### config.mk
export PLATFORM = sky130hd
export DESIGN_NAME = wav_riff_chunk_parser
export DESIGN_NICKNAME = d
export VERILOG_FILES = /design/src/rtl/wrp_pkg.sv /design/src/rtl/wrp_datapath.sv /design/src/rtl/wrp_ctrl.sv /design/src/rtl/wav_riff_chunk_parser.sv
export SDC_FILE = /design/constraint.sdc
export NUM_CORES = 1
export LEC_CHECK = 0
export ABC_AREA = 1
export BUFFER_PORTS_ARGS = -buffer_cell sky130_fd_sc_hd__buf_2
export CAP_MARGIN = 40
export CELL_PAD_IN_SITES_DETAIL_PLACEMENT = 1
export CELL_PAD_IN_SITES_GLOBAL_PLACEMENT = 1
export CORE_MARGIN = 10
export CORE_UTILIZATION = 45
export DETAILED_ROUTE_END_ITERATION = 8
export PLACE_DENSITY = 0.92
export SETUP_SLACK_MARGIN = 0.3
export SLEW_MARGIN = 25
export SYNTH_ARGS = -nofsm -noshare
export SYNTH_HDL_FRONTEND = slang
export SYNTH_SLANG_ARGS = --single-unit
### constraint.sdc
create_clock -name i_clk -period 8.45 [get_ports i_clk]
set_clock_uncertainty 0.1 [all_clocks]
set_input_delay 0.4225 -clock i_clk [delete_from_list [all_inputs] [get_ports i_clk]]
set_output_delay 0.4225 -clock i_clk [all_outputs]
set_load 0.02 [all_outputs]
### src/rtl/wrp_pkg.sv
// wrp_pkg: shared types and constants for the wav riff chunk parser
// used by wrp_ctrl, wrp_datapath and wav_riff_chunk_parser
`default_nettype none
package wrp_pkg;

    typedef enum logic [6:0] {
        PH_PRE  = 7'b0000001,
        PH_HDR  = 7'b0000010,
        PH_FMT  = 7'b0000100,
        PH_SKIP = 7'b0001000,
        PH_DATA = 7'b0010000,
        PH_DIV  = 7'b0100000,
        PH_DONE = 7'b1000000
    } t_phase;

    localparam logic [1:0] KIND_HDR = 2'd0;
    localparam logic [1:0] KIND_SMP = 2'd1;
    localparam logic [1:0] KIND_ERR = 2'd2;

    localparam logic [2:0] ST_OK       = 3'd0;
    localparam logic [2:0] ST_NOT_WAVE = 3'd1;
    localparam logic [2:0] ST_NOT_PCM  = 3'd2;
    localparam logic [2:0] ST_NOT_16   = 3'd3;
    localparam logic [2:0] ST_TRUNC    = 3'd4;
    localparam logic [2:0] ST_NO_FMT   = 3'd5;
    localparam logic [2:0] ST_SHORT    = 3'd6;

    localparam logic [31:0] TAG_RIFF = 32'h4646_4952;
    localparam logic [31:0] TAG_WAVE = 32'h4556_4157;
    localparam logic [31:0] TAG_FMT  = 32'h2074_6D66;
    localparam logic [31:0] TAG_DATA = 32'h6174_6164;
    localparam logic [31:0] FMT_BODY_LEN = 32'd16;
    localparam logic [15:0] PCM_CODE = 16'd1;
    localparam logic [15:0] PCM_BITS = 16'd16;
    localparam int          DIV_STEPS = 32;

    typedef struct packed {
        logic       take;
        logic       sof;
        t_phase     phase;
        logic       div_start;
        logic       div_finish;
        logic       emit;
        logic [1:0] kind;
        logic [2:0] status;
    } t_cmd;

    typedef struct packed {
        logic pre_end;
        logic pre_ok;
        logic hdr_end;
        logic tag_fmt;
        logic tag_data;
        logic fmt_ok;
        logic len_zero;
        logic fmt_end;
        logic code_pcm;
        logic bits16;
        logic len_gt16;
        logic skip_end;
        logic data_odd;
        logic smp_last;
        logic div_busy;
        logic quot_zero;
        logic out_free;
    } t_stat;

endpackage
`default_nettype wire

### src/rtl/wrp_datapath.sv
// wrp_datapath: field capture, chunk counters, frame divider and result register
// depends on wrp_pkg, driven by wrp_ctrl commands
`default_nettype none
module wrp_datapath (
    input  wire logic          i_clk,
    input  wire logic          i_rst_n,
    input  wire logic [7:0]    i_byte,
    input  wire wrp_pkg::t_cmd i_cmd,
    input  wire logic          i_out_ready,
    output wrp_pkg::t_stat     o_stat,
    output logic               o_out_valid,
    output logic [1:0]         o_out_kind,
    output logic [119:0]       o_out_data,
    output logic               o_out_last
);
    import wrp_pkg::*;

    logic [3:0]  r_idx,  n_idx;
    logic [31:0] r_tag,  n_tag;
    logic [31:0] r_len,  n_len;
    logic [15:0] r_code, n_code;
    logic [15:0] r_chan, n_chan;
    logic [31:0] r_rate, n_rate;
    logic [15:0] r_bits, n_bits;
    logic        r_fmt_seen, n_fmt_seen;
    logic [7:0]  r_low,  n_low;
    logic [15:0] r_chpos, n_chpos;
    logic [30:0] r_frm,  n_frm;
    logic [31:0] r_dq;
    logic [16:0] r_rem;
    logic [16:0] r_dvs;
    logic [5:0]  r_cnt;
    logic [17:0] w_trial;
    logic        w_ge;

    logic        r_ov;
    logic [1:0]  r_okind;
    logic [119:0] r_odata, n_odata;
    logic        r_olast, n_olast;

    logic [3:0]  e_idx;
    logic [31:0] e_tag, e_len, w_tag_base, w_len_base;
    logic [1:0]  w_pos;
    logic        w_last_ch;

    always_comb begin
        e_idx = i_cmd.sof ? 4'd0 : r_idx;
        e_tag = i_cmd.sof ? 32'd0 : r_tag;
        e_len = i_cmd.sof ? 32'd0 : r_len;
        w_pos = e_idx[1:0];
        w_tag_base = (i_cmd.phase == PH_HDR && e_idx == 4'd0) ? 32'd0 : e_tag;
        w_len_base = (i_cmd.phase == PH_HDR && e_idx == 4'd4) ? 32'd0 : e_len;
        n_tag = w_tag_base;
        n_len = w_len_base;
        if ((i_cmd.phase == PH_PRE || i_cmd.phase == PH_HDR) && e_idx < 4'd4) begin
            n_tag[8*w_pos +: 8] = i_byte;
        end
        if ((i_cmd.phase == PH_PRE && e_idx >= 4'd8) ||
            (i_cmd.phase == PH_HDR && e_idx >= 4'd4)) begin
            n_len[8*w_pos +: 8] = i_byte;
        end
        n_bits = r_bits;
        if (i_cmd.phase == PH_FMT && e_idx >= 4'd14) begin
            n_bits[8*e_idx[0] +: 8] = i_byte;
        end
        w_last_ch = (r_chpos == r_chan - 16'd1);
    end

    always_comb begin
        o_stat.pre_end  = (e_idx == 4'd11);
        o_stat.pre_ok   = (n_tag == TAG_RIFF) && (n_len == TAG_WAVE);
        o_stat.hdr_end  = (e_idx == 4'd7);
        o_stat.tag_fmt  = (r_tag == TAG_FMT);
        o_stat.tag_data = (r_tag == TAG_DATA);
        o_stat.fmt_ok   = r_fmt_seen && (r_chan != 16'd0);
        o_stat.len_zero = (n_len == 32'd0);
        o_stat.fmt_end  = (e_idx == 4'd15);
        o_stat.code_pcm = (r_code == PCM_CODE);
        o_stat.bits16   = (n_bits == PCM_BITS);
        o_stat.len_gt16 = (r_len > FMT_BODY_LEN);
        o_stat.skip_end = (r_len[31:1] == 31'd0);
        o_stat.data_odd = r_idx[0];
        o_stat.smp_last = (r_frm == 31'd1) && w_last_ch;
        o_stat.div_busy = (r_cnt != 6'd0);
        o_stat.quot_zero = (r_dq == 32'd0);
        o_stat.out_free = !r_ov || i_out_ready;
    end

    always_comb begin
        n_idx = r_idx;
        n_code = r_code;
        n_chan = r_chan;
        n_rate = r_rate;
        n_fmt_seen = r_fmt_seen;
        n_low = r_low;
        n_chpos = r_chpos;
        n_frm = r_frm;
        if (i_cmd.take) begin
            if (i_cmd.sof) begin
                n_fmt_seen = 1'b0;
                n_chan = 16'd0;
            end
            unique case (i_cmd.phase)
                PH_PRE: begin
                    n_idx = (e_idx == 4'd11) ? 4'd0 : e_idx + 4'd1;
                end
                PH_HDR: begin
                    n_idx = (e_idx == 4'd7) ? 4'd0 : e_idx + 4'd1;
                    if (e_idx == 4'd7 && r_tag == TAG_FMT) begin
                        n_code = 16'd0;
                        n_chan = 16'd0;
                        n_rate = 32'd0;
                    end
                end
                PH_FMT: begin
                    n_idx = e_idx + 4'd1;
                    if (e_idx < 4'd2) begin
                        n_code[8*e_idx[0] +: 8] = i_byte;
                    end else if (e_idx < 4'd4) begin
                        n_chan[8*e_idx[0] +: 8] = i_byte;
                    end else if (e_idx < 4'd8) begin
                        n_rate[8*e_idx[1:0] +: 8] = i_byte;
                    end
                    if (e_idx == 4'd15) begin
                        n_fmt_seen = 1'b1;
                    end
                end
                PH_SKIP: begin
                    n_idx = 4'd0;
                end
                PH_DATA: begin
                    n_idx = {3'd0, ~r_idx[0]};
                    if (!r_idx[0]) begin
                        n_low = i_byte;
                    end else if (w_last_ch) begin
                        n_chpos = 16'd0;
                        n_frm = r_frm - 31'd1;
                    end else begin
                        n_chpos = r_chpos + 16'd1;
                    end
                end
                default: begin
                end
            endcase
        end
        if (i_cmd.div_finish) begin
            n_frm = r_dq[30:0];
            n_chpos = 16'd0;
            n_idx = 4'd0;
        end
    end

    // length register: header capture, fmt remainder, skip countdown
    logic [31:0] w_len_next;
    always_comb begin
        w_len_next = r_len;
        if (i_cmd.take) begin
            unique case (i_cmd.phase) inside
                PH_PRE, PH_HDR: w_len_next = n_len;
                PH_FMT: begin
                    if (e_idx == 4'd15 && r_len > FMT_BODY_LEN) begin
                        w_len_next = r_len - FMT_BODY_LEN;
                    end
                end
                PH_SKIP: begin
                    if (r_len != 32'd0) begin
                        w_len_next = r_len - 32'd1;
                    end
                end
                default: begin
                end
            endcase
        end
    end

    always_ff @(posedge i_clk) begin
        if (!i_rst_n) begin
            r_idx <= '0;
            r_tag <= '0;
            r_len <= '0;
            r_code <= '0;
            r_chan <= '0;
            r_rate <= '0;
            r_bits <= '0;
            r_fmt_seen <= 1'b0;
            r_low <= '0;
            r_chpos <= '0;
            r_frm <= '0;
            r_cnt <= '0;
        end else begin
            r_idx <= n_idx;
            r_code <= n_code;
            r_chan <= n_chan;
            r_rate <= n_rate;
            r_fmt_seen <= n_fmt_seen;
            r_low <= n_low;
            r_chpos <= n_chpos;
            r_frm <= n_frm;
            r_len <= w_len_next;
            if (i_cmd.take && (i_cmd.phase == PH_PRE || i_cmd.phase == PH_HDR)) begin
                r_tag <= n_tag;
            end
            if (i_cmd.take && i_cmd.phase == PH_HDR && e_idx == 4'd7 && r_tag == TAG_FMT) begin
                r_bits <= 16'd0;
            end else if (i_cmd.take && i_cmd.phase == PH_FMT) begin
                r_bits <= n_bits;
            end
            if (i_cmd.div_start) begin
                r_cnt <= 6'(DIV_STEPS);
            end else if (r_cnt != 6'd0) begin
                r_cnt <= r_cnt - 6'd1;
            end
        end
    end

    // restoring divider, one quotient bit per cycle
    assign w_trial = {r_rem, r_dq[31]};
    assign w_ge = (w_trial >= {1'b0, r_dvs});

    always_ff @(posedge i_clk) begin
        if (i_cmd.div_start) begin
            r_dq <= n_len;
            r_rem <= '0;
            r_dvs <= {r_chan, 1'b0};
        end else if (r_cnt != 6'd0) begin
            r_rem <= w_ge ? 17'(w_trial - {1'b0, r_dvs}) : w_trial[16:0];
            r_dq <= {r_dq[30:0], w_ge};
        end
    end

    // result register
    always_ff @(posedge i_clk) begin
        if (!i_rst_n) begin
            r_ov <= 1'b0;
        end else if (i_cmd.emit) begin
            r_ov <= 1'b1;
        end else if (i_out_ready) begin
            r_ov <= 1'b0;
        end
    end

    always_comb begin
        n_odata = '0;
        n_olast = 1'b0;
        n_odata[2:0] = i_cmd.status;
        case (i_cmd.kind)
            KIND_HDR: begin
                n_odata[34:3] = r_rate;
                n_odata[50:35] = r_chan;
                n_odata[81:51] = r_dq[30:0];
            end
            KIND_SMP: begin
                n_odata[97:82] = {i_byte, r_low};
                n_odata[113:98] = r_chpos;
                n_olast = (r_frm == 31'd1) && w_last_ch;
            end
            default: begin
            end
        endcase
    end

    always_ff @(posedge i_clk) begin
        if (i_cmd.emit) begin
            r_okind <= i_cmd.kind;
            r_odata <= n_odata;
            r_olast <= n_olast;
        end
    end

    assign o_out_valid = r_ov;
    assign o_out_kind = r_okind;
    assign o_out_data = r_odata;
    assign o_out_last = r_olast;

endmodule
`default_nettype wire

### src/rtl/wrp_ctrl.sv
// wrp_ctrl: parse phase state machine, strict mode register and handshakes
// depends on wrp_pkg, steers wrp_datapath through t_cmd
`default_nettype none
module wrp_ctrl (
    input  wire logic           i_clk,
    input  wire logic           i_rst_n,
    input  wire logic           i_valid,
    input  wire logic           i_sof,
    input  wire logic           i_eos,
    output logic                o_ready,
    input  wire logic           i_cfg_valid,
    input  wire logic           i_cfg_data,
    output logic                o_cfg_ready,
    input  wire wrp_pkg::t_stat i_stat,
    output wrp_pkg::t_cmd       o_cmd
);
    import wrp_pkg::*;

    t_phase r_phase, n_phase, w_ph;
    logic   r_eos, r_strict;
    logic   w_take;

    assign o_ready = (r_phase != PH_DIV) && i_stat.out_free;
    assign o_cfg_ready = 1'b1;
    assign w_take = i_valid && o_ready;
    assign w_ph = (w_take && i_sof) ? PH_PRE : r_phase;

    always_comb begin
        n_phase = w_ph;
        o_cmd = '0;
        o_cmd.take = w_take;
        o_cmd.sof = w_take && i_sof;
        o_cmd.phase = w_ph;
        o_cmd.kind = KIND_ERR;
        o_cmd.status = ST_OK;
        if (w_take) begin
            unique case (w_ph)
                PH_PRE: begin
                    if (i_stat.pre_end) begin
                        if (i_stat.pre_ok) begin
                            n_phase = PH_HDR;
                        end else begin
                            o_cmd.emit = 1'b1;
                            o_cmd.status = ST_NOT_WAVE;
                            n_phase = PH_DONE;
                        end
                    end
                end
                PH_HDR: begin
                    if (i_stat.hdr_end) begin
                        if (i_stat.tag_fmt) begin
                            n_phase = PH_FMT;
                        end else if (i_stat.tag_data) begin
                            if (i_stat.fmt_ok) begin
                                o_cmd.div_start = 1'b1;
                                n_phase = PH_DIV;
                            end else begin
                                o_cmd.emit = 1'b1;
                                o_cmd.status = ST_NO_FMT;
                                n_phase = PH_DONE;
                            end
                        end else begin
                            n_phase = i_stat.len_zero ? PH_HDR : PH_SKIP;
                        end
                    end
                end
                PH_FMT: begin
                    if (i_stat.fmt_end) begin
                        if (r_strict && !i_stat.code_pcm) begin
                            o_cmd.emit = 1'b1;
                            o_cmd.status = ST_NOT_PCM;
                            n_phase = PH_DONE;
                        end else if (r_strict && !i_stat.bits16) begin
                            o_cmd.emit = 1'b1;
                            o_cmd.status = ST_NOT_16;
                            n_phase = PH_DONE;
                        end else begin
                            n_phase = i_stat.len_gt16 ? PH_SKIP : PH_HDR;
                        end
                    end
                end
                PH_SKIP: begin
                    if (i_stat.skip_end) begin
                        n_phase = PH_HDR;
                    end
                end
                PH_DATA: begin
                    if (i_stat.data_odd) begin
                        o_cmd.emit = 1'b1;
                        o_cmd.kind = KIND_SMP;
                        if (i_stat.smp_last) begin
                            n_phase = PH_DONE;
                        end
                    end
                end
                default: begin
                end
            endcase
            if (i_eos && n_phase != PH_DONE && n_phase != PH_DIV) begin
                o_cmd.emit = 1'b1;
                o_cmd.kind = KIND_ERR;
                o_cmd.status = (n_phase == PH_DATA) ? ST_SHORT : ST_TRUNC;
                n_phase = PH_DONE;
            end
        end else if (r_phase == PH_DIV && !i_stat.div_busy && i_stat.out_free) begin
            o_cmd.div_finish = 1'b1;
            o_cmd.emit = 1'b1;
            if (i_stat.quot_zero) begin
                o_cmd.kind = KIND_HDR;
                n_phase = PH_DONE;
            end else if (r_eos) begin
                o_cmd.status = ST_SHORT;
                n_phase = PH_DONE;
            end else begin
                o_cmd.kind = KIND_HDR;
                n_phase = PH_DATA;
            end
        end
    end

    always_ff @(posedge i_clk) begin
        if (!i_rst_n) begin
            r_phase <= PH_PRE;
            r_eos <= 1'b0;
            r_strict <= 1'b1;
        end else begin
            r_phase <= n_phase;
            if (o_cmd.div_start) begin
                r_eos <= i_eos;
            end
            if (i_cfg_valid) begin
                r_strict <= i_cfg_data;
            end
        end
    end

    a_emit_room: assert property (@(posedge i_clk) disable iff (!i_rst_n)
        o_cmd.emit |-> i_stat.out_free) else $error("result written while occupied");
    a_div_enter: assert property (@(posedge i_clk) disable iff (!i_rst_n)
        o_cmd.div_start |=> r_phase == PH_DIV) else $error("divider start lost");
    a_done_holds: assert property (@(posedge i_clk) disable iff (!i_rst_n)
        (r_phase == PH_DONE && !(w_take && i_sof)) |=> r_phase == PH_DONE)
        else $error("left done without restart");
    a_div_one_result: assert property (@(posedge i_clk) disable iff (!i_rst_n)
        o_cmd.div_finish |-> (o_cmd.emit && !w_take)) else $error("divide finish mismatch");

endmodule
`default_nettype wire

### src/rtl/wav_riff_chunk_parser.sv
// wav_riff_chunk_parser: byte stream wav parser, header, samples and errors
// results: registered, out in the cycle after the byte; the header result waits on the divider
// throughput: one byte per cycle while the result register is free; input stalls after the data
// chunk header while the serial divider forms the frame count, one bit per cycle
// reset: synchronous active low, parser back to preamble, strict mode on
// depends on wrp_pkg, wrp_ctrl, wrp_datapath
`default_nettype none
module wav_riff_chunk_parser (
    input  wire logic         i_clk,
    input  wire logic         i_rst_n,
    input  wire logic         i_s_axis_tvalid,
    output logic              o_s_axis_tready,
    input  wire logic [7:0]   i_s_axis_tdata,   // data_byte
    input  wire logic         i_s_axis_tuser,   // start_of_file
    input  wire logic         i_s_axis_tlast,   // end_of_stream
    output logic              o_m_axis_tvalid,
    input  wire logic         i_m_axis_tready,
    // status, sample_rate, channel_count, frame_count, sample_value, channel_index
    output logic [119:0]      o_m_axis_tdata,
    output logic [1:0]        o_m_axis_tuser,   // result_kind
    output logic              o_m_axis_tlast,   // last_sample
    input  wire logic         i_cfg_valid,
    output logic              o_cfg_ready,
    input  wire logic         i_cfg_data        // strict_format
);
    import wrp_pkg::*;

    t_cmd  w_cmd;
    t_stat w_stat;

    wrp_ctrl u_ctrl (
        .i_clk       (i_clk),
        .i_rst_n     (i_rst_n),
        .i_valid     (i_s_axis_tvalid),
        .i_sof       (i_s_axis_tuser),
        .i_eos       (i_s_axis_tlast),
        .o_ready     (o_s_axis_tready),
        .i_cfg_valid (i_cfg_valid),
        .i_cfg_data  (i_cfg_data),
        .o_cfg_ready (o_cfg_ready),
        .i_stat      (w_stat),
        .o_cmd       (w_cmd)
    );

    wrp_datapath u_dp (
        .i_clk       (i_clk),
        .i_rst_n     (i_rst_n),
        .i_byte      (i_s_axis_tdata),
        .i_cmd       (w_cmd),
        .i_out_ready (i_m_axis_tready),
        .o_stat      (w_stat),
        .o_out_valid (o_m_axis_tvalid),
        .o_out_kind  (o_m_axis_tuser),
        .o_out_data  (o_m_axis_tdata),
        .o_out_last  (o_m_axis_tlast)
    );

endmodule
`default_nettype wire

Word-level counts from Yosys, hierarchy flattened
Index checks and enable logic that the tools add are counted.
{ "word_totals": {"register_bits": 402, "in_bits": 16, "out_inout_bits": 126} }
{ "classes": {"addsub": 10, "n_lt_le_gt_ge": 8, "eq_ne": 30, "shift": 4, "muxes": 109, "n_bitwise": 2, "reduce_logical": 60} }
{ "ops": {"columns": ["cell", "n"], "rows": [
  ["$mux 32", 14],
  ["$mux 31", 5],
  ["$mux 16", 9],
  ["$mux 7", 20],
  ["$bwmux 32", 3],
  ["$eq 32x31->1 const B", 3],
  ["$pmux 32 s3", 1],
  ["$logic_not 32->1", 2],
  ["$pmux 16 s2", 2],
  ["$pmux 32 s2", 1],
  ["$bwmux 16", 3],
  ["$pmux 7 s5", 1],
  ["$neg 4->34", 1],
  ["$neg 5->34", 1],
  ["$shift 8x34->16 const A", 1],
  ["$shift 8x34->32 const A", 1],
  ["$shiftx 8x34->16", 1],
  ["$shiftx 8x34->32", 1],
  ["$eq 32x30->1 const B", 1],
  ["$gt 32x5->1 const B", 1],
  ["$reduce_bool 32->1", 1],
  ["$sub 32x1->32 const B", 1],
  ["$sub 32x5->32 const B", 1],
  ["$eq 31x1->1 const B", 1],
  ["other kinds (54)", 147]
]} }

Longest topological paths before layout
Gate-level depths: netlist of run 1.
{ "depth": {"word_depth": 24, "ltp_mapped": 36} }

By module
Synthesis of run 1 repeated with hierarchy kept, for this count alone.
{ "hier_totals": {"hier_cells": 3424, "area_unflattened_um2": 23915.4} }
{ "modules_own_cells": {"columns": ["module", "instances", "cells_per_inst", "area_each_um2", "seq_area_each_um2"], "rows": [
  ["wrp_datapath", 1, 3218, 22675.5, 9519.1],
  ["wrp_ctrl", 1, 206, 1239.9, 180.2]
]} }

Least setup slack after synthesis of run 1
No wires, ideal clock.
{ "synth_timing": {"kind": "register -> register", "start": "register u_dp.r_ov (netlist: u_dp.o_out_valid)", "end": "register u_dp.r_odata[0] (netlist: u_dp.o_out_data[0]) (enable)", "setup_time_ns": 0.470, "arrival_ns": 6.008, "required_ns": 7.880, "path_slack_ns": 1.872, "stages_incl_launch_ff": 34, "synth_period_minus_slack_ns": 6.578, "cell_sequence": "dfxtp_1 inv_1 or2_2 nand4_4 buf_6 nand2_2 inv_1 buf_2 ha_1 clkbuf_1 nor2_1 inv_1 nor2_1 nand2_1 inv_1 nand4_1 nand2_1 inv_1 nor2_1 nand2_1 nor2_1 nand2_1 nor2_1 nand2_1 nand3_1 nand2_1 nand2_1 nor2_1 nand2_1 nand3_2 buf_6 nand2_1 nand2_1 inv_1"} }
{ "synth_lines": {"columns": ["element", "line_no", "text"], "rows": [
  ["start: declaration", "wrp_datapath.sv:36", "logic r_ov;"],
  ["start signal: assignment", "wrp_datapath.sv:234", "r_ov <= 1'b0;"],
  ["start signal: assignment", "wrp_datapath.sv:236", "r_ov <= 1'b1;"],
  ["start signal: assignment", "wrp_datapath.sv:238", "r_ov <= 1'b0;"],
  ["end signal: assignment", "wrp_datapath.sv:265", "r_odata <= n_odata;"],
  ["end: declaration", "wrp_datapath.sv:38", "logic [119:0] r_odata, n_odata;"]
]} }

==> metrics.txt, run 1 <==
sw frac=0.364; Max Clk Rate=about 150 MHz; PortBufs=around 130; Slew headroom=0.418; cell count after synthesis=3138; Syn Area/Cell=~7.2 sq um; #FFs+latches synth=~400; Power Dens Cells=roughly 240 nW/um^2; Post-synth top flop=dfxtp_1; total track usage=0.298; Clock Latency Late Sink=0.59 ns; initial antenna violation count=0; fin crit share=0.774; WP data required=between 8 and 9 ns; FP Rows=82; Clock transition at path regs=about 0.060 ns; Yosys top cell by area=edfxtp_1; Final nets=between 3000 and 4000; antenna-violating nets left=0; dpl ws=roughly 2 ns; RSZ-0062 raised after global routing=false; chip height=~240 um; Via density=a little under 6; Worst R2R Setup Slack=approximately 1.9 ns; GP Congestion=just over 1; vias in the first global route=23700; H-tree levels=2; crit path kind=flip-flop to flip-flop; starting density of the core=0.454; CP top delay family=simple AND/OR/NAND/NOR gates; area delta synth->final=12.2%; clk buf depth=3; top cells by area, synth=edfxtp_1, dfxtp_1, nand2_1; largest net degree at the start of global routing=just under 70; number of I/O pins=about 140; Async SR Flop Fraction=0; slowest CP cell=ha_1; max_cap viols=0; Ys Warns=0; startpoint type of the worst setup path=flip-flop; Slew Viols, Final=0; Cell Area, Synth=~23000 sq um; DRT Pass-1 Iters=6; Setup Total Neg Slack=0 ns; layout cells sized above 1=0.0941; core area=between 40000 and 50000 sq um; cts bufs inserted=between 40 and 50; Clock Power Share=0.326; post-route minimum period=approximately 6.5 ns; most frequent CP cell=nand2_1; total gr overflow=0; crit-path max FO=67; CTS resizes=0; VDD IR max=169 uV; r2r worst-path depth=32; Slew @ Worst Pin=around 0.87 ns; CP peak stage delay=0.60 ns; crit end category=flip-flop; initial drt markers=about 2300; DIE WIDTH=around 240 um; vias post-DR=~23000; fillcell total=6402; leakage dissipation=approximately 0.011 uW; CTS Hold Bufs=2; post-synthesis sequential area ratio=0.427; WHS=0.0988 ns; Finish-stage setup viols=0; reg2reg start=u_ctrl.r_phase[3]; area share of the largest cell type after synthesis=0.218; hold crit path type=primary input to flip-flop; Post-CTS Setup Bufs=0; clk sinks=approximately 400; number of synthesized flops with an enable pin=165; Logic pwr share=0.269; sequential power share=0.405; Synth cell types=65; reg-to-reg endpoint=u_dp.o_out_data[10]; die area=around 60000 sq um; hold path depth=3; Routed WL=slightly above 90000 um; WL per Instance=roughly 23 um; Sw Pwr=~2300 uW; Pint=3940 uW; Root Buffer=clkbuf_16; min setup slack post-route=between 1.5 and 2 ns; outcome=completed; placed wire-length estimate=67500 um; drt drc=0; first-pass GRT wire length=around 140000 um; WHS Endpoint=u_ctrl.r_eos; HP Start=i_s_axis_tlast; CTS tree=yes; Final Hold Vio Count=0; Buf+Inv Stages, Crit Path=7; worst path arrival time=6.67 ns
routing by layer:
metal / up-vias / GRT usage / wire (um) / share of wire
li1: 10500 / - / - / -
met1: 11500 / 0.376 / 37600 / 0.41
met2: 1089 / 0.491 / 43300 / 0.47
met3: 274 / 0.0470 / 6830 / 0.074
met4: 0 / 0.146 / 4760 / 0.051
met5: - / 0 / 0 / 0
per-stage QoR:
| stage | std cells | power (uW) | area (sq um) | utilization |
|---|---|---|---|---|
| global route | 3934 | 6480 | 25500 | 0.509 |
| floorplan | 3143 | 3570 | 22700 | - |
| finish | 3935 | 6200 | 25500 | 0.509 |
| CTS | 3932 | 6160 | 25400 | 0.509 |
| detailed placement | 3847 | 4130 | 23900 | 0.479 |
| global placement | 3840 | 4010 | 23900 | 0.477 |
layout by cell type (no fill, tap or decap), types with 5 or more instances in the layout:
cell type,Yosys,routed
a211oi_1,23,23
a21oi_1,195,195
a221oi_1,26,26
a31oi_1,33,33
buf_2,7,136
buf_4,14,29
bufinv_16,0,5
clkbuf_1,101,10
clkbuf_16,0,46
clkinv_1,5,11
clkinv_2,0,8
conb_1,2,7
dfxtp_1,237,237
edfxtp_1,165,165
ha_1,29,29
inv_1,412,411
inv_2,8,8
nand2_1,663,661
nand2_2,5,7
nand2_4,5,5
nand3_1,150,150
nand3_2,8,8
nand3b_1,12,12
nand4_1,43,43
nor2_1,472,470
nor2_2,11,12
nor3_1,53,53
nor3b_1,5,5
nor4_1,36,36
o211ai_1,16,16
o21ai_0,197,197
o21ai_1,9,7
o22ai_1,20,20
o31ai_1,7,7
or2_2,12,12
xnor2_1,26,26
xor2_1,58,58
worst reg2reg max path, delay by kind of cell, from the launching register on:
family,cells,cell delay [ns]
and+or+nand+nor,24,3.50
buffers and inverters,7,1.43
adders and majority gates,1,0.60
DFF,1,0.44
synth_stat cells, types with 6 or more instances:
cell and number:
a21oi_1 195, ha_1 29, nor4_1 36, nor2_1 472
or2_2 12, xor2_1 58, nand2_1 663, o21ai_1 9
dfxtp_1 237, nand3b_1 12, xnor2_1 26, a221oi_1 26
o22ai_1 20, a211oi_1 23, o21ai_0 197, nor2_2 11
clkbuf_1 101, buf_4 14, buf_2 7, nand3_2 8
nor3_1 53, o211ai_1 16, inv_2 8, buf_1 8
a31oi_1 33, buf_6 6, edfxtp_1 165, nand3_1 150
inv_1 412, nand4_1 43, o31ai_1 7
final cells by class:
cell class              count  area [sq um]  area share
well taps                 672           841      0.0330
inverters                 425          1600      0.0628
repair buffers            172          1010      0.0396
diodes                      1          2.50   0.0000983
multi-input cells        2180         10800       0.426
flip-flops and latches    402          9700       0.381
clock buffers              57          1200      0.0472
clock inverters            26           269      0.0106
kinds of logic after synthesis:
kind of cell | Yosys count | share of synthesized area
other cells | 2 | 0.000331
buf+inv | 561 | 0.0975
simple gates | 1489 | 0.280
flops | 402 | 0.427
compound gates | 570 | 0.146
xor+xnor | 84 | 0.0324
fa+ha+maj | 30 | 0.0169
sequential cells by signal (all words and copies together), names as in the netlist, 2 cells and up:
| signal | cells |
|---|---|
| u_dp.o_out_data | 114 |
| u_dp.r_dq | 32 |
| u_dp.r_len | 32 |
| u_dp.r_rate | 32 |
| u_dp.r_tag | 32 |
| u_dp.r_frm | 31 |
| u_dp.r_rem | 17 |
| u_dp.r_bits | 16 |
| u_dp.r_chan | 16 |
| u_dp.r_chpos | 16 |
| u_dp.r_code | 16 |
| u_dp.r_dvs | 16 |
| u_dp.r_low | 8 |
| u_ctrl.r_phase | 7 |
| u_dp.r_cnt | 6 |
| u_dp.r_idx | 4 |
| u_dp.o_out_kind | 2 |
worst max-delay path by stage:
stage / start / end / slack (ns) / cells past startpoint
global route: u_ctrl.r_phase[2] / u_dp.o_out_data[18] / 1.45 / 32
finish: u_ctrl.r_phase[3] / u_dp.o_out_data[10] / 1.91 / 32
global placement: u_ctrl.r_phase[3] / u_dp.o_out_data[9] / 1.78 / 32
detailed placement: i_m_axis_tready / u_dp.o_out_data[9] / 2.02 / 30
CTS: u_ctrl.r_phase[2] / u_dp.o_out_data[29] / 2.08 / 32
floorplan: u_dp.o_out_valid / u_dp.o_out_data[0] / 1.87 / 33
power groups by stage:
stage,Combinational (uW),Clock [uW],Sequential [uW]
3_5_place_dp,1600,0,2530
5_1_grt,1840,2110,2520
4_1_cts,1630,2040,2490
6_report,1670,2020,2510
2_1_floorplan,1090,0,2470
3_3_place_gp,1500,0,2510
No activity file was read; power rests on OpenSTA's default activity.
==> run 2: changes to the inputs <==
CORE_UTILIZATION = 41   (was 45)
PLACE_DENSITY = 0.89   (was 0.92)
clock period = 5.75 ns   (was 8.45 ns; I/O delays follow)
==> metrics.txt, run 2 (synthesis gave the netlist of run 1 again) <==
outcome=completed; GP Congestion=between 0.9 and 1; initial antenna violation count=1; die area=~65000 sq um; PortBufs=about 130; # diodes=0; antenna-violating nets left=0; r2r worst-path depth=32; CTS tree=yes; Setup Total Neg Slack=0 ns; Via density=around 5.7; starting density of the core=0.413; crit path to=u_dp.o_out_data[7]; H-tree levels=2; Power Dens Cells=approximately 360 nW/um^2; area of the multi-input gates=~11000 sq um; drt drc=0; Worst R2R Setup Slack=0.58 ns; largest net degree at the start of global routing=99; crit-path max FO=a little under 50; post-route minimum period=around 5.2 ns; Sequential Area=9710 sq um; Tot Pwr=approximately 9000 uW; Finish-stage setup viols=0; Routed WL=just under 90000 um; reg2reg start=u_ctrl.r_phase[6]; Max Clk Rate=slightly below 200 MHz; vias in the first global route=around 23000; first-pass GRT wire length=between 100000 and 150000 um; core area=between 50000 and 60000 sq um; leakage dissipation=between 0.01 and 0.015 uW; Root Buffer=clkbuf_16; Slew @ Worst Pin=about 0.92 ns; area delta synth->final=14.6%; vias post-DR=23200; fin crit share=0.900; most frequent CP cell=nand2_1; hold crit path type=primary input to flip-flop; post-placement cell area=between 20000 and 25000 sq um; chip height=around 260 um; WP data required=approximately 5.9 ns; Clock Latency Late Sink=0.61 ns; worst setup path startpoint=u_ctrl.r_phase[6]; initial drt markers=between 2000 and 2500; fillcell total=around 7000; DIE WIDTH=~260 um; reg-to-reg endpoint=u_dp.o_out_data[7]; startpoint type of the worst setup path=flip-flop; max reg flops=114; worst path arrival time=5.35 ns; placed wire-length estimate=62400 um; total gr overflow=0; commonest cells after routing, fill and taps aside=nand2_1, nor2_1, inv_1; slowest CP cell=dfxtp_2; commonest non-fill, non-tap cell in the layout=nand2_1; Final nets=between 3000 and 4000; Final Hold Vio Count=0; min setup slack post-route=0.576 ns; dpl ws=~0.36 ns; DRT Pass-1 Iters=6; clk buf depth=3; RSZ-0062 raised after global routing=false; FP Rows=86; CP peak stage delay=0.35 ns; max_cap viols=0; cts bufs inserted=46; number of I/O pins=around 140; crit end category=flip-flop; crit path kind=flip-flop to flip-flop; Clock transition at path regs=0.07 ns; clk sinks=between 400 and 500; total track usage=0.261; WL per Instance=21.9 um; VDD IR max=215 uV; Final Instance Area=about 26000 sq um; WHS=around 0.058 ns; Slew Viols, Final=0; Slew headroom=0.380; layout cells sized above 1=0.109
==> run 2: cell count changes in the layout (fill, tap and decap cells not counted), moves of 4 or more <==
cell,before,now
inv_1,411,406
inv_2,8,13
clkinv_1,11,5
nor2_1,470,464
buf_4,29,38
nand2_1,661,655
clkbuf_8,1,8
nor2_2,12,18
clkbuf_16,46,50
nand2_2,7,12
dfxtp_1,237,231
dlygate4sd3_1,2,12
==> run 2: layer usage <==
metal	wire [um]	GRT usage	vias up
met3	5980	0.0381	240
met5	13	0	-
met4	3860	0.112	2
li1	-	-	10600
met1	36100	0.332	11400
met2	42300	0.436	937
==> run 2: power breakdown <==
| part | internal (uW) | total [uW] | switching (uW) |
|---|---|---|---|
| logic | 731 | 2450 | 1720 |
| registers | 3360 | 3650 | 292 |
| clock network | 1850 | 3160 | 1310 |
==> run 2: layout make-up <==
| type | instances | share of cell area |
|---|---|---|
| clock inverters | 22 | 0.00962 |
| clock buffers | 64 | 0.0524 |
| multi-input cells | 2180 | 0.419 |
| flip-flops and latches | 402 | 0.374 |
| inverters | 425 | 0.0618 |
| repair buffers | 194 | 0.0475 |
| well taps | 748 | 0.0360 |
==> run 2: worst min-delay path by stage <==
stage                           start         endpoint  slack, ns  cells past startpoint
global placement       u_dp.r_rate[2]   u_dp.r_rate[2]       0.35                      2
floorplan                 i_cfg_valid  u_ctrl.r_strict       0.29                      1
CTS                 i_s_axis_tdata[2]   u_dp.r_code[2]       0.01                      3
global route        i_s_axis_tdata[2]   u_dp.r_code[2]       0.04                      3
detailed placement     u_dp.r_code[9]   u_dp.r_code[9]       0.35                      2
finish              i_s_axis_tdata[2]   u_dp.r_code[2]       0.06                      3
==> run 2: critical path, delay by kind of cell, from the launching register on <==
kind / cells / cell delay [ns]
AND/OR/NAND/NOR: 24 / 2.96
flip-flops: 1 / 0.35
adder cells (fa/ha/maj): 1 / 0.31
buffers and inverters: 7 / 1.01
==> run 2: repair_timing <==
action | CTS | global route
endpoints found under the hold margin | 13 | 3
resized for setup | 0 | 5
endpoints found under the setup margin | 0 | 150
hold buffers | 11 | 1
setup buffers | 0 | 4
==> run 2: through the flow <==
step | util | std cells
after global routing | 0.473 | 4035
after global placement | 0.438 | 3922
after CTS | 0.470 | 4023
after detailed placement | 0.438 | 3926
after floorplan | - | 3143
final | 0.473 | 4035
==> run 3: changes to the inputs <==
ABC_AREA = unset   (was 1)
BUFFER_PORTS_ARGS = -buffer_cell sky130_fd_sc_hd__buf_4   (was -buffer_cell sky130_fd_sc_hd__buf_2)
CORE_UTILIZATION = 42   (was 41)
PLACE_DENSITY = 0.88   (was 0.89)
==> metrics.txt, run 3 <==
Routed WL=85100 um; total gr overflow=0; #FFs+latches synth=~400; clk buf depth=3; vias in the first global route=21300; number of I/O pins=~140; dpl ws=-0.0416 ns; CP peak stage delay=around 0.56 ns; worst setup path startpoint=u_ctrl.r_phase[2]; max_cap viols=0; WHS Endpoint=u_dp.r_len[9]; DIE WIDTH=244 um; reg2reg start=u_ctrl.r_phase[2]; post-synthesis sequential area ratio=0.459; Pint=5680 uW; Worst R2R Setup Slack=between 0.4 and 0.5 ns; GP Congestion=0.997; total track usage=0.270; commonest non-fill, non-tap cell in the layout=nor2_1; Clock Power Share=0.344; Slew headroom=0.363; WP data required=approximately 6.1 ns; Yosys top cell by area=edfxtp_1; Slew Viols, Final=0; post-placement cell area=roughly 23000 sq um; cell count after synthesis=between 2000 and 2500; startpoint type of the worst setup path=flip-flop; CTS tree=yes; Final Hold Vio Count=0; HP Start=i_rst_n; layout cells sized above 1=0.140; cts bufs inserted=45; Syn Area/Cell=8.72 sq um; most frequent cells after synthesis=nor2_1, nand2_1, dfxtp_1, a21oi_1, edfxtp_1; worst path arrival time=roughly 5.7 ns; clk sinks=about 400; Clock transition at path regs=approximately 0.07 ns; leakage dissipation=0.00904 uW; min setup slack post-route=between 0.4 and 0.5 ns; max reg flops=114; Final Non-Filler Cells=3238; number of synthesized flops with an enable pin=about 170; starting density of the core=0.423; r2r worst-path depth=19; WHS=between 0.01 and 0.015 ns; sequential power share=0.426; Slew @ Worst Pin=0.955 ns; vias post-DR=20900; largest net degree at the start of global routing=~170; reg-to-reg endpoint=u_dp.o_out_valid; DRT Pass-1 Iters=5; outcome=completed; Clock Latency Late Sink=around 0.60 ns; Async SR Flop Fraction=0; slowest CP cell=or4_4; fin crit share=0.922; post-route minimum period=approximately 5.3 ns; hold path depth=3; top cells by area, synth=edfxtp_1, dfxtp_1, nor2_1; Synth cell types=88; initial drt markers=2432; antenna-violating nets left=0; area share of the largest cell type after synthesis=0.234; Final Instance Area=around 25000 sq um; Sw Pwr=2880 uW; FP Rows=~80; crit end category=flip-flop; initial antenna violation count=2; Root Buffer=clkbuf_16; WL per Instance=about 26 um; Ys Warns=0; PortBufs=between 100 and 150; H-tree levels=2; Final nets=~2600; RSZ-0062 raised after global routing=false; crit-path max FO=14; # diodes=0; Power Dens Cells=roughly 350 nW/um^2; placed wire-length estimate=58500 um; Critical Path, Cell by Cell=nor3_4 -> and4_4 -> o21ai_4 -> inv_2 -> ha_4 -> nor4b_4 -> nand2_2 -> a211oi_2 -> buf_4 -> a32oi_1 -> or4_4 -> nor4_4 -> a41oi_2 -> or4_4 -> nor4_4 -> a21oi_4 -> buf_6 -> clkbuf_16 -> o21a_1; most common cell in the netlist=nor2_1; crit path kind=flip-flop to flip-flop; die area=approximately 60000 sq um; DP Cell Count=about 3100; Cell Area, Synth=21100 sq um; chip height=around 240 um; final core utilization=0.496; hold crit path type=primary input to flip-flop; Max Clk Rate=189 MHz; VDD IR max=about 250 uV; area delta synth->final=17.4%; Via density=6.46; Finish-stage setup viols=0; Post-synth top flop=dfxtp_1; sw frac=0.336; commonest cells after routing, fill and taps aside=nor2_1, nand2_1, dfxtp_1; first-pass GRT wire length=between 100000 and 150000 um; core area=roughly 50000 sq um; drt drc=0; Logic pwr share=0.230
run 3: cell types whose count changed after synthesis, moves of 44 or more:
cell | before | now
inv_1 | 412 | 56
nand2_1 | 663 | 264
nor2_1 | 472 | 281
a22oi_1 | 1 | 77
nand3_1 | 150 | 71
clkbuf_1 | 101 | 145
and3_1 | 1 | 52
and2_1 | 3 | 97
o21ai_0 | 197 | 116
run 3: worst max-delay path: cells and delay by family, from the launching register on:
kind | cells | cell delay, ns
and+or+nand+nor | 8 | 2.88
adders and majority gates | 1 | 0.28
DFF | 1 | 0.34
buffers and inverters | 4 | 0.65
AOI/OAI and AO/OA | 6 | 0.95
run 3: cell type report:
cell class	instances	area [sq um]
clock buffer	56	1240
clock inverter	28	249
fill	5760	25200
inverter	57	216
multi-input combinational	1799	10800
sequential	402	9710
tap	672	841
timing repair buffer	224	1800
run 3: worst max path at each step:
stage                                 endpoint  slack, ns  cells after the start
final                         u_dp.o_out_valid       0.45                     19
after global routing          u_dp.o_out_valid       0.28                     19
after CTS                  u_dp.o_out_data[74]       0.31                     19
after detailed placement  u_dp.o_out_data[113]      -0.04                     17
after global placement    u_dp.o_out_data[110]       0.16                     17
after floorplan             u_dp.o_out_data[0]      -0.66                     19
run 3: stage by stage:
stage,power [uW],setup TNS (ns)
finish,8560,0
global route,8860,0
CTS,8490,0
detailed placement,5550,-2.70
global placement,5380,0
floorplan,4820,-77.98
run 3: power by group through the flow:
stage,registers [uW],clock network [uW],logic [uW]
global placement,3670,0,1710
detailed placement,3690,0,1860
CTS,3630,2960,1900
global route,3660,3080,2120
finish,3650,2940,1970
floorplan,3580,0,1240
run 3: kinds of logic after synthesis:
group	count (synthesis)	synth area share
adders and majority gates	30	0.0181
xor gates and xnor gates	48	0.0199
DFF	402	0.459
buffers and inverters	226	0.0437
and+or+nand+nor	1072	0.254
other	2	0.000355
AOI/OAI and AO/OA	618	0.193
muxes	24	0.0117
run 3: repair_timing:
| action | in CTS | in global routing |
|---|---|---|
| gates cloned | 0 | 4 |
| hold buffers | 4 | 0 |
| hold endpoints to repair | 2 | 0 |
| buffers inserted | 0 | 6 |
| resized for setup | 5 | 22 |
| pin swaps | 0 | 12 |
| endpoints found under the setup margin | 157 | 160 |
run 3: per-layer routing:
metal / track usage / share of wire / up-vias
met4: 0.116 / 0.044 / 4
li1: - / - / 9144
met5: 0 / 0.00035 / -
met3: 0.0529 / 0.081 / 245
met1: 0.336 / 0.40 / 10500
met2: 0.449 / 0.48 / 1023
